==> src/hdl/ftbi_pkg.sv <==
`timescale 1ns / 1ps

package ftbi_pkg;

	localparam int ZENITH_BINS   = 20;
	localparam int AZIMUTH_BINS  = 12;
	localparam int ENERGY_POINTS = 101;
	localparam int FLAVORS       = 4;
	localparam int CELL_COUNT    = ZENITH_BINS * AZIMUTH_BINS * ENERGY_POINTS;

	localparam int GA_W  = $clog2(CELL_COUNT);
	localparam int FA_W  = $clog2(FLAVORS * CELL_COUNT);
	localparam int ROW_W = $clog2(ZENITH_BINS * AZIMUTH_BINS);
	localparam int EB_W  = $clog2(ENERGY_POINTS);
	localparam int ZB_W  = $clog2(ZENITH_BINS);

	localparam int ENERGY_W = 48;
	localparam int FLUX_W   = 64;
	localparam int WEIGHT_W = 33;
	localparam int COS_W    = 21;
	localparam int ACC_W    = 97;

	typedef enum logic {
		CMD_LOAD  = 1'b0,
		CMD_QUERY = 1'b1
	} cmd_t;

	typedef enum logic [2:0] {
		SEL_GRID    = 3'd0,
		SEL_NUMU    = 3'd1,
		SEL_NUMUBAR = 3'd2,
		SEL_NUE     = 3'd3,
		SEL_NUEBAR  = 3'd4
	} sel_t;

	typedef enum logic [1:0] {
		ST_OK         = 2'd0,
		ST_ERR_ENERGY = 2'd1,
		ST_ERR_COS    = 2'd2
	} status_t;

	typedef logic signed [COS_W-1:0] cos_tab_t [ZENITH_BINS];

	// Row i of the cosine grid: (0.95 - 0.10*i) in Q1.16, rounded to nearest.
	function automatic cos_tab_t build_cos_grid();
		int       n;
		cos_tab_t t;
		for (int i = 0; i < ZENITH_BINS; i++) begin
			n = (19 - 2 * i) * 65536;
			if (n >= 0) begin
				t[i] = COS_W'((n + 10) / 20);
			end else begin
				t[i] = COS_W'(-((-n + 10) / 20));
			end
		end
		return t;
	endfunction

	localparam cos_tab_t COS_GRID = build_cos_grid();

	typedef struct packed {
		logic              grid_we;
		logic              flux_we;
		logic [GA_W-1:0]   grid_addr;
		logic [FA_W-1:0]   flux_addr;
		logic [FLUX_W-1:0] data;
	} store_wr_t;

endpackage

==> src/hdl/ftbi_frac.sv <==
`timescale 1ns / 1ps

module ftbi_frac import ftbi_pkg::*; (
	input  logic                clk,
	input  logic                arst_n,
	input  logic                start,
	input  logic [ENERGY_W-1:0] num,
	input  logic [ENERGY_W-1:0] den,
	output logic                done,
	output logic [WEIGHT_W-1:0] w
);

	logic                busy_q;
	logic                done_q;
	logic [4:0]          cnt_q;
	logic [ENERGY_W:0]   r_q;
	logic [31:0]         q_q;
	logic [ENERGY_W-1:0] den_q;
	logic [WEIGHT_W-1:0] w_q;
	logic [ENERGY_W:0]   r_sh;
	logic                bit_n;
	logic [ENERGY_W:0]   r_n;

	// One restoring step per cycle.
	always_comb begin
		r_sh  = {r_q[ENERGY_W-1:0], 1'b0};
		bit_n = (r_sh >= {1'b0, den_q});
		r_n   = bit_n ? (r_sh - {1'b0, den_q}) : r_sh;
	end

	always_ff @(posedge clk or negedge arst_n) begin
		if (!arst_n) begin
			busy_q <= 1'b0;
			done_q <= 1'b0;
			cnt_q  <= '0;
		end else begin
			done_q <= 1'b0;
			if (start) begin
				den_q <= den;
				if (den == '0) begin
					w_q    <= '0;
					done_q <= 1'b1;
				end else if (num >= den) begin
					w_q    <= {1'b1, 32'd0};
					done_q <= 1'b1;
				end else begin
					r_q    <= {1'b0, num};
					q_q    <= '0;
					cnt_q  <= '0;
					busy_q <= 1'b1;
				end
			end else if (busy_q) begin
				r_q   <= r_n;
				q_q   <= {q_q[30:0], bit_n};
				cnt_q <= cnt_q + 1'b1;
				if (cnt_q == 5'd31) begin
					busy_q <= 1'b0;
					done_q <= 1'b1;
					w_q    <= {1'b0, q_q[30:0], bit_n};
				end
			end
		end
	end

	assign done = done_q;
	assign w    = w_q;

endmodule

==> config.mk <==
export PLATFORM = sky130hd
export DESIGN_NAME = ftbi_frac
export DESIGN_NICKNAME = d
export VERILOG_FILES = /design/src/hdl/ftbi_pkg.sv /design/src/hdl/ftbi_frac.sv
export SDC_FILE = /design/constraint.sdc
export NUM_CORES = 1
export LEC_CHECK = 0
export ABC_AREA = 1
export BUFFER_PORTS_ARGS = -buffer_cell sky130_fd_sc_hd__clkbuf_2
export CAP_MARGIN = 20
export CORE_UTILIZATION = 40
export DETAILED_ROUTE_END_ITERATION = 10
export GPL_TIMING_DRIVEN = 0
export SLEW_MARGIN = 5
export SYNTH_ARGS = -nofsm -noshare
export SYNTH_HDL_FRONTEND = slang
export SYNTH_SLANG_ARGS = --single-unit
export TNS_END_PERCENT = 5
==> constraint.sdc <==
create_clock -name clk -period 6.9 [get_ports clk]
set_input_delay 0.69 -clock clk [delete_from_list [all_inputs] [get_ports clk]]
set_output_delay 0.69 -clock clk [all_outputs]
set_load 0.01 [all_outputs]
==> impl_metrics.yaml <==
yosys:
  synth_cells: 1717
  ys_seq_elements: 167
  syn-num-nets: 1915
  yosys.cell_types.count: 41
  syn-cell-area_um2: 12400
  synth_top_cell_area_share_pct: 38.6
  yosys-top-cells-area: "edfxtp_1 39%, nand2_1 18%, inv_1 11%, ha_1 9.9%, nand3_1 4.0%"
  yosys_warnings: 0
  syn_area_per_cell_um2: 7.24
  ys_seq_area_share_pct: 40.0
  synth_top_cell_by_area: "edfxtp_1"
run_status:
  status: "completed"
critical_path:
  cp_top_family: "simple AND/OR/NAND/NOR gates"
  worstSetupPathType: "in -> reg"
  cp_num_buf_inv: 3
  max_stage_delay_ns: 0.51
  path_cells: "clkbuf_2 -> inv_1 -> ha_1 -> nand4_1 -> nor3_1 -> nand3_1 -> nor3_1 -> nand2_1 -> nand4_1 -> nand2_1 -> nor2_4 -> buf_16"
  critPathRequiredTime_ns: 7.06
  slowest_stage: "nor2_4"
  arrival_ns: 3.75
  crit_path_max_fanout: 17
  end_kind: "flip-flop"
  start_kind: "primary input"
final_layout:
  antennaDiodeCount: 0
  stdcell_count: 2281
  layout_commonest_cell: "nand2_1"
  mostFrequentLayoutCells: "603 x nand2_1, 356 x inv_1, 160 x edfxtp_1"
  fin_nets: 2070
  syn_to_final_growth_pct: 14.9
  drive_gt1_share_pct: 11.2
  fillers: 3180
  final_area_um2: 14300
route:
  avgViaCountPerCell: 4.86
  drt_first_pass_iters: 5
  wl_met2_um: 16000
  top_layer: "met4"
  ant_nets: 0
  drc: 0
  dr_wl_met3_um: 2360
  routed_wl_um: 36400
  vias: 11100
  wirelength_met1_um: 17200
  wl_per_cell_um: 15.9
  drt_iter0_markers: 784
global_route:
  antenna_found_initial: 0
  overflow: 0
  grt_usage_pct: 24.0
  grt_pass1_wl_um: 57000
  grt_pass1_vias: 10800
  grt_max_degree: 29
die:
  die_area_um2: 31800
  core_um2: 30600
  rows: 64
  start_util_pct: 40.7
  die_w_um: 178
  die_y_um: 178
  ios: 133
sta:
  tightest_slew_ns: 0.863
  period_minus_slack_ns: 3.59
  fin_crit_sh_pct: 52.0
  finalSetupViolCount: 0
  final-max-slew-violation-count: 0
  finalHoldViolations: 0
  slew_headroom_pct: 42.5
  max_freq_mhz: 279
  rsz0062_at_grt: "no"
  fin_skew_ns: 0.0107
  holdWs_ns: 0.0803
flow_run:
  cap_viol_max_count: 0
clock_network:
  h-tree-depth: 4
  clk_latency_ns: 0.46
  cts_root_buffer: "clkbuf_16"
  cts_buffers: 17
  cts_hold_buf: 0
  clk_pin_slew_ns: 0.07
  cts_resized: 0
  postCtsSetupRepairBufs: 0
  clock-sinks: 167
  clock_path_buffers: 2
  cts_tree: "yes"
place:
  gp_congestion: 0.957
  place_inst: 2249
  hpwl_um: 30300
  post_dp_cell_area_um2: 13700
  io_buffers: 131
pwr:
  power_density_nw_per_um2: 223
  worst_ir_drop_vdd_v: 0.000225
  p_leak_nw: 7.56
min_path:
  hold_class: "in -> async"
[worst reg2reg max path, cell delays in order (launching register included)]
cell	delay (ns)
edfxtp_1	0.43
ha_1	0.42
nand2_1	0.15
inv_1	0.05
nand2_1	0.06
nand2_1	0.06
nand2_1	0.06
nand2_1	0.06
nand2_1	0.10
nand2_1	0.13
a21oi_4	0.42
clkbuf_1	0.45
nand4_1	0.29
nand3_1	0.16
nand2_1	0.06
[worst paths after layout]
kind                               start  endpoint  slack [ns]  depth (start not counted)
worst max-delay path             den[47]      w[1]        3.31                         12
worst min register to register  cnt_q[3]  cnt_q[3]        0.51                          2
min in group clk                  den[6]  den_q[6]        0.42                          1
max in group asynchronous         arst_n  cnt_q[3]        6.61                          1
worst max register to register   r_q[18]   r_q[19]        3.77                         14
worst min-delay path              arst_n    busy_q        0.08                          1
[sequential cells by signal, indices dropped and copies added, names as in the netlist]
register and count:
done 1, w 33, q_q 31, cnt_q 5, den_q 48, busy_q 1
r_q 48
[cell families (layout without fill, tap and decap cells)]
group | Yosys count | count (layout) | share of synthesized area [%]
adders and majority gates | 99 | 99 | 10.0
xor gates and xnor gates | 25 | 25 | 1.76
and+or+nand+nor | 942 | 942 | 32.0
AOI/OAI and AO/OA | 85 | 85 | 3.83
buffers and inverters | 399 | 567 | 12.3
DFF | 167 | 167 | 40.0
[power breakdown]
group | total (mW) | switching (mW) | internal (mW)
Clock | 0.946 | 0.441 | 0.505
Combinational | 0.993 | 0.651 | 0.342
Sequential | 1.25 | 0.0366 | 1.22
Total | 3.19 | 1.13 | 2.06
[area by class of cell]
cell class	count	area [µm²]	area share, %
Clock buffer	18	429	3.00
Inverter	370	1390	9.72
Timing Repair Buffer	136	771	5.39
Buffer	29	145	1.02
Tap cell	396	495	3.47
Clock inverter	14	138	0.963
Multi-Input combinational cell	1151	5940	41.6
Sequential cell	167	4980	34.9
[per-layer routing]
metal / global-route usage, % / vias to the layer above
met1: 32.6 / 5075
li1: - / 5707
met3: 5.35 / 42
met5: 0 / -
met4: 7.52 / 0
met2: 37.9 / 270
[Yosys cell counts, drive strengths merged]
master / number
or2: 3
fa: 1
buf: 9
a21boi: 2
ha: 98
nor4b: 1
nor2: 140
inv: 370
a21oi: 55
edfxtp: 160
and2: 6
xor2: 4
o21bai: 6
a21o: 1
dfrtp: 7
o22ai: 1
nand4: 61
nor4: 1
nand3b: 11
nand3: 100
nand2: 608
xnor2: 21
o21a: 5
nor3: 11
o21ai: 15
clkbuf: 20
[through the flow]
stage | total power, mW | utilization, % | TNS [ns] | worst slack [ns]
floorplan | 1.95 | - | 0 | 0.904
global placement | 2.24 | 44.4 | -150.34 | -1.91
detailed placement | 2.26 | 44.9 | 0 | 2.85
CTS | 3.20 | 46.7 | 0 | 3.34
global route | 3.39 | 46.7 | 0 | 3.18
finish | 3.19 | 46.7 | 0 | 3.31
Power figures use the tool's default switching activity.
