File: config.mk
export PLATFORM = sky130hd
export DESIGN_NAME = ftbi_blend
export DESIGN_NICKNAME = d
export VERILOG_FILES = /design/src/hdl/ftbi_pkg.sv /design/src/hdl/ftbi_blend.sv
export SDC_FILE = /design/constraint.sdc
export NUM_CORES = 2
export LEC_CHECK = 0
export BUFFER_PORTS_ARGS = -buffer_cell sky130_fd_sc_hd__buf_2
export CORE_MARGIN = 4
export CORE_UTILIZATION = 35
export DETAILED_ROUTE_END_ITERATION = 8
export PLACE_DENSITY = 0.61
export SLEW_MARGIN = 20
export SYNTH_ARGS = -nofsm -noshare
export SYNTH_HDL_FRONTEND = slang
export SYNTH_SLANG_ARGS = --single-unit
File: constraint.sdc
create_clock -name clk -period 9.1 [get_ports clk]
set_clock_uncertainty 0.1 [all_clocks]
set_input_delay 1.365 -clock clk [delete_from_list [all_inputs] [get_ports clk]]
set_output_delay 1.365 -clock clk [all_outputs]
set_load 0.05 [all_outputs]
File: src/hdl/ftbi_pkg.sv
`timescale 1ns / 1ps

package ftbi_pkg;

	localparam int ZENITH_BINS   = 20;
	localparam int AZIMUTH_BINS  = 12;
	localparam int ENERGY_POINTS = 101;
	localparam int FLAVORS       = 4;
	localparam int CELL_COUNT    = ZENITH_BINS * AZIMUTH_BINS * ENERGY_POINTS;

	localparam int GA_W  = $clog2(CELL_COUNT);
	localparam int FA_W  = $clog2(FLAVORS * CELL_COUNT);
	localparam int ROW_W = $clog2(ZENITH_BINS * AZIMUTH_BINS);
	localparam int EB_W  = $clog2(ENERGY_POINTS);
	localparam int ZB_W  = $clog2(ZENITH_BINS);

	localparam int ENERGY_W = 48;
	localparam int FLUX_W   = 64;
	localparam int WEIGHT_W = 33;
	localparam int COS_W    = 21;
	localparam int ACC_W    = 97;

	typedef enum logic {
		CMD_LOAD  = 1'b0,
		CMD_QUERY = 1'b1
	} cmd_t;

	typedef enum logic [2:0] {
		SEL_GRID    = 3'd0,
		SEL_NUMU    = 3'd1,
		SEL_NUMUBAR = 3'd2,
		SEL_NUE     = 3'd3,
		SEL_NUEBAR  = 3'd4
	} sel_t;

	typedef enum logic [1:0] {
		ST_OK         = 2'd0,
		ST_ERR_ENERGY = 2'd1,
		ST_ERR_COS    = 2'd2
	} status_t;

	typedef logic signed [COS_W-1:0] cos_tab_t [ZENITH_BINS];

	// Row i of the cosine grid: (0.95 - 0.10*i) in Q1.16, rounded to nearest.
	function automatic cos_tab_t build_cos_grid();
		int       n;
		cos_tab_t t;
		for (int i = 0; i < ZENITH_BINS; i++) begin
			n = (19 - 2 * i) * 65536;
			if (n >= 0) begin
				t[i] = COS_W'((n + 10) / 20);
			end else begin
				t[i] = COS_W'(-((-n + 10) / 20));
			end
		end
		return t;
	endfunction

	localparam cos_tab_t COS_GRID = build_cos_grid();

	typedef struct packed {
		logic              grid_we;
		logic              flux_we;
		logic [GA_W-1:0]   grid_addr;
		logic [FA_W-1:0]   flux_addr;
		logic [FLUX_W-1:0] data;
	} store_wr_t;

endpackage

File: src/hdl/ftbi_blend.sv
`timescale 1ns / 1ps

module ftbi_blend import ftbi_pkg::*; (
	input  logic                clk,
	input  logic                arst_n,
	input  logic                start,
	input  logic [FLUX_W-1:0]   a,
	input  logic [FLUX_W-1:0]   b,
	input  logic [WEIGHT_W-1:0] w,
	output logic                done,
	output logic [FLUX_W-1:0]   result
);

	logic                busy_q;
	logic                done_q;
	logic [2:0]          cnt_q;
	logic [FLUX_W-1:0]   a_q;
	logic [FLUX_W-1:0]   b_q;
	logic [WEIGHT_W-1:0] w_q;
	logic [WEIGHT_W-1:0] wc_q;
	logic [64:0]         prod_s1;
	logic [ACC_W-1:0]    acc_q;
	logic [31:0]         mul_x;
	logic [WEIGHT_W-1:0] mul_w;
	logic [ACC_W-1:0]    addend;

	// Four 32x33 partial products: a lo/hi by w, then b lo/hi by 1-w.
	always_comb begin
		case (cnt_q[1:0])
			2'd0:    mul_x = a_q[31:0];
			2'd1:    mul_x = a_q[63:32];
			2'd2:    mul_x = b_q[31:0];
			default: mul_x = b_q[63:32];
		endcase
		mul_w  = cnt_q[1] ? wc_q : w_q;
		// Product of the previous step: odd steps are the high halves.
		addend = cnt_q[0] ? ACC_W'(prod_s1) : {prod_s1, 32'd0};
	end

	always_ff @(posedge clk or negedge arst_n) begin
		if (!arst_n) begin
			busy_q <= 1'b0;
			done_q <= 1'b0;
			cnt_q  <= '0;
		end else begin
			done_q <= 1'b0;
			if (start) begin
				a_q    <= a;
				b_q    <= b;
				w_q    <= w;
				wc_q   <= {1'b1, 32'd0} - w;
				acc_q  <= ACC_W'(32'h8000_0000);
				cnt_q  <= '0;
				busy_q <= 1'b1;
			end else if (busy_q) begin
				if (cnt_q != 3'd4) begin
					prod_s1 <= mul_x * mul_w;
				end
				if (cnt_q != 3'd0) begin
					acc_q <= acc_q + addend;
				end
				cnt_q <= cnt_q + 1'b1;
				if (cnt_q == 3'd4) begin
					busy_q <= 1'b0;
					done_q <= 1'b1;
				end
			end
		end
	end

	assign done   = done_q;
	assign result = acc_q[ACC_W-1] ? '1 : acc_q[95:32];

endmodule

==> results.toml <==
[cells_and_area]
design_area_sq_mm = 0.0636
final_util = 0.411
area_delta_synth_final_pct = 16.5
final_common_cell = "inv_1"
drive_gt1_frac = 0.165
final_cell_mix = "inv_1 (940), fa_1 (919), nand2_1 (868)"
nets = 7750

[logic_synthesis]
ys_ff_latch = 360
syn_nets = 7298
syn_inst = 5842
synth_edf_count = 355
ys.warnings.count = 0
synth_area_sq_mm = 0.0546
async_flop_share = 0.0139
yosysUniqueCellTypes = 87
syn_area_per_cell_sq_um = 9.34
ys_seq_area_frac = 0.198
yosys_most_used_dff = "edfxtp_1"

[clocking]
path_clk_slew_ps = 60
root_buffer = "clkbuf_16"
cts_sinks = 360
htreeDepth = 2
clock_latency_ps = 590
hold_buffers = 0
cts_buffers = 40
clk_path_buf_depth = 3
tritoncts = "yes"

[drt]
viasPerCell = 5.23
drtIter0Drc = 3927
drcViolationCount = 0
vias = 43800
ant_nets = 0
drt-total-wl_microns = 190000
routedWlPerCell_microns = 22.7
firstDrtPassIters = 6

[floorplanning]
rows = 144
die_h_microns = 403
coreArea_sq_mm = 0.155
chipWidth_microns = 403
dieArea_sq_mm = 0.162
num_io_pins = 229
initial_utilization = 0.353

[global_routing]
grt_pass1_vias = 45900
grt_max_degree = 98
grt_usage = 0.230
overflow = 0
antenna_found_initial = 10
grt_pass1_wl_microns = 284000

[min_path]
hp-start = "acc_q[87]"
min_path_type = "flip-flop to flip-flop"
hold_depth = 2
whs_endpoint = "acc_q[87]"

[critical_path]
regToRegSetupSlack_ps = 220
required_ps = 9330
startpoint_type = "flip-flop"
end_kind = "flip-flop"
crit_arrival_ps = 9110
crit_path_frequent_cell = "fa_1"
cp_max_fo = 10
r2r-start = "cnt_q[0]"
cpMaxStageDelayCell = "fa_1"
worstReg2RegEnd = "prod_s1[62]"
worstSetupPathType = "flip-flop to flip-flop"
max_stage_delay_ps = 590
r2r_cells = 30

[timing]
post-route-min-period_ps = 8880
hold_slack_ps = 501
setup_viol = 0
rsz0062_at_grt = "yes"
fmax_ghz = 0.113
finalHoldViolations = 0
timing.slew.headroom = 0.347
finalWorstSetupSlack_ps = 219
finalCritPeriodShare = 0.976
slew_viol_final = 0
tightest_slew_ps = 979

[place]
dpl_cell_area_sq_mm = 0.0613
hpwl_microns = 157000
place.gp.congestion = 0.992
io_buffers = 228
place_ws_ps = -54.3

[status]
status = "finished clean"

[job]
drv_cap = 0
==> synth_stat cells, drive strengths merged (5+ instances only) <==
master / instances / share of area
and4: 8 / 0.0013
and2: 56 / 0.0064
fa: 927 / 0.34
nand3: 36 / 0.0033
mux2: 95 / 0.020
a31oi: 22 / 0.0025
or4: 11 / 0.0017
or2: 74 / 0.0086
and3: 22 / 0.0025
o21a: 24 / 0.0033
nand2b: 15 / 0.0017
a21boi: 9 / 0.0012
a21oi: 238 / 0.022
a31o: 5 / 0.00080
xnor2: 108 / 0.017
nor2b: 54 / 0.0062
nor3: 34 / 0.0031
a221o: 6 / 0.0011
a22oi: 33 / 0.0045
a41oi: 6 / 0.0011
o211ai: 7 / 0.00096
a211o: 6 / 0.00096
nor2: 626 / 0.043
o22ai: 5 / 0.00057
buf: 34 / 0.0026
edfxtp: 355 / 0.20
inv: 945 / 0.065
or3: 14 / 0.0018
o21ai: 144 / 0.013
o21bai: 30 / 0.0041
o31ai: 10 / 0.0014
a211oi: 17 / 0.0023
ha: 365 / 0.084
nand4: 65 / 0.0075
nor3b: 5 / 0.00069
nand2: 876 / 0.060
a21o: 94 / 0.013
a221oi: 12 / 0.0019
nor4: 13 / 0.0023
xor2: 62 / 0.010
mux2i: 69 / 0.013
dfrtp: 5 / 0.0023
o31a: 5 / 0.00080
clkbuf: 249 / 0.017
==> stage by stage <==
step	TNS, ps	instances
after CTS	0	8328
final	0	8377
after floorplan	0	5842
after detailed placement	-115	8256
after global placement	0	8256
after global routing	-274	8369
==> worst max path at each step <==
stage | startpoint | end | slack (ps) | cells past startpoint
floorplan | cnt_q[1] | prod_s1[64] | 30 | 36
global placement | cnt_q[0] | prod_s1[51] | 10 | 29
detailed placement | cnt_q[0] | prod_s1[64] | -50 | 30
CTS | cnt_q[0] | prod_s1[51] | 2 | 29
global route | cnt_q[0] | prod_s1[62] | -90 | 30
finish | cnt_q[0] | prod_s1[62] | 220 | 30
==> layer usage <==
layer  wire [microns]  up-vias  GRT usage
met3            19900      410     0.0598
met4             9060        4     0.0883
li1                 -    19500          -
met5               27        -          0
met1            78900    21800      0.314
met2            82000     2093      0.351
==> worst max-delay path, delay by kind of cell (launching register included) <==
kind | cells | cell delay (ps)
flops | 1 | 520
fa+ha+maj | 10 | 4360
simple gates | 3 | 440
buf+inv | 9 | 1090
mux | 1 | 450
xor+xnor | 1 | 130
compound gates | 6 | 1500
==> layout make-up <==
cell class	count	area, sq um
flip-flops and latches	360	10800
clock buffers	47	1040
multi-input cells	4253	39800
diodes	9	22.5
fillers	15200	91000
inverters	946	3560
repair buffers	693	5530
well taps	2044	2560
clock inverters	25	289
==> what timing repair did <==
action | CTS | global route
hold endpoints to repair | 0 | 0
setup endpoints to repair | 5 | 24
cloned | 0 | 7
resized for setup | 3 | 108
buffers inserted | 0 | 33
pin swaps | 1 | 43
==> cell families after synthesis <==
family                     Yosys count  share of synthesized area
and+or+nand+nor                   1915                      0.151
muxes                              164                     0.0323
DFF                                360                      0.198
xor gates and xnor gates           170                     0.0273
AOI/OAI and AO/OA                  712                     0.0829
adders and majority gates         1292                      0.424
buffers and inverters             1229                     0.0848
==> flip-flops by register name (all words and copies together), names as in the netlist <==
name and cells:
w_q 33, cnt_q 3, b_q 64, acc_q 97, wc_q 32, busy_q 1, prod_s1 65, done 1
a_q 64
Power is left out: the tool's default activity adds up to more than one toggle a clock period on the data nets, which glitch-free logic cannot reach.
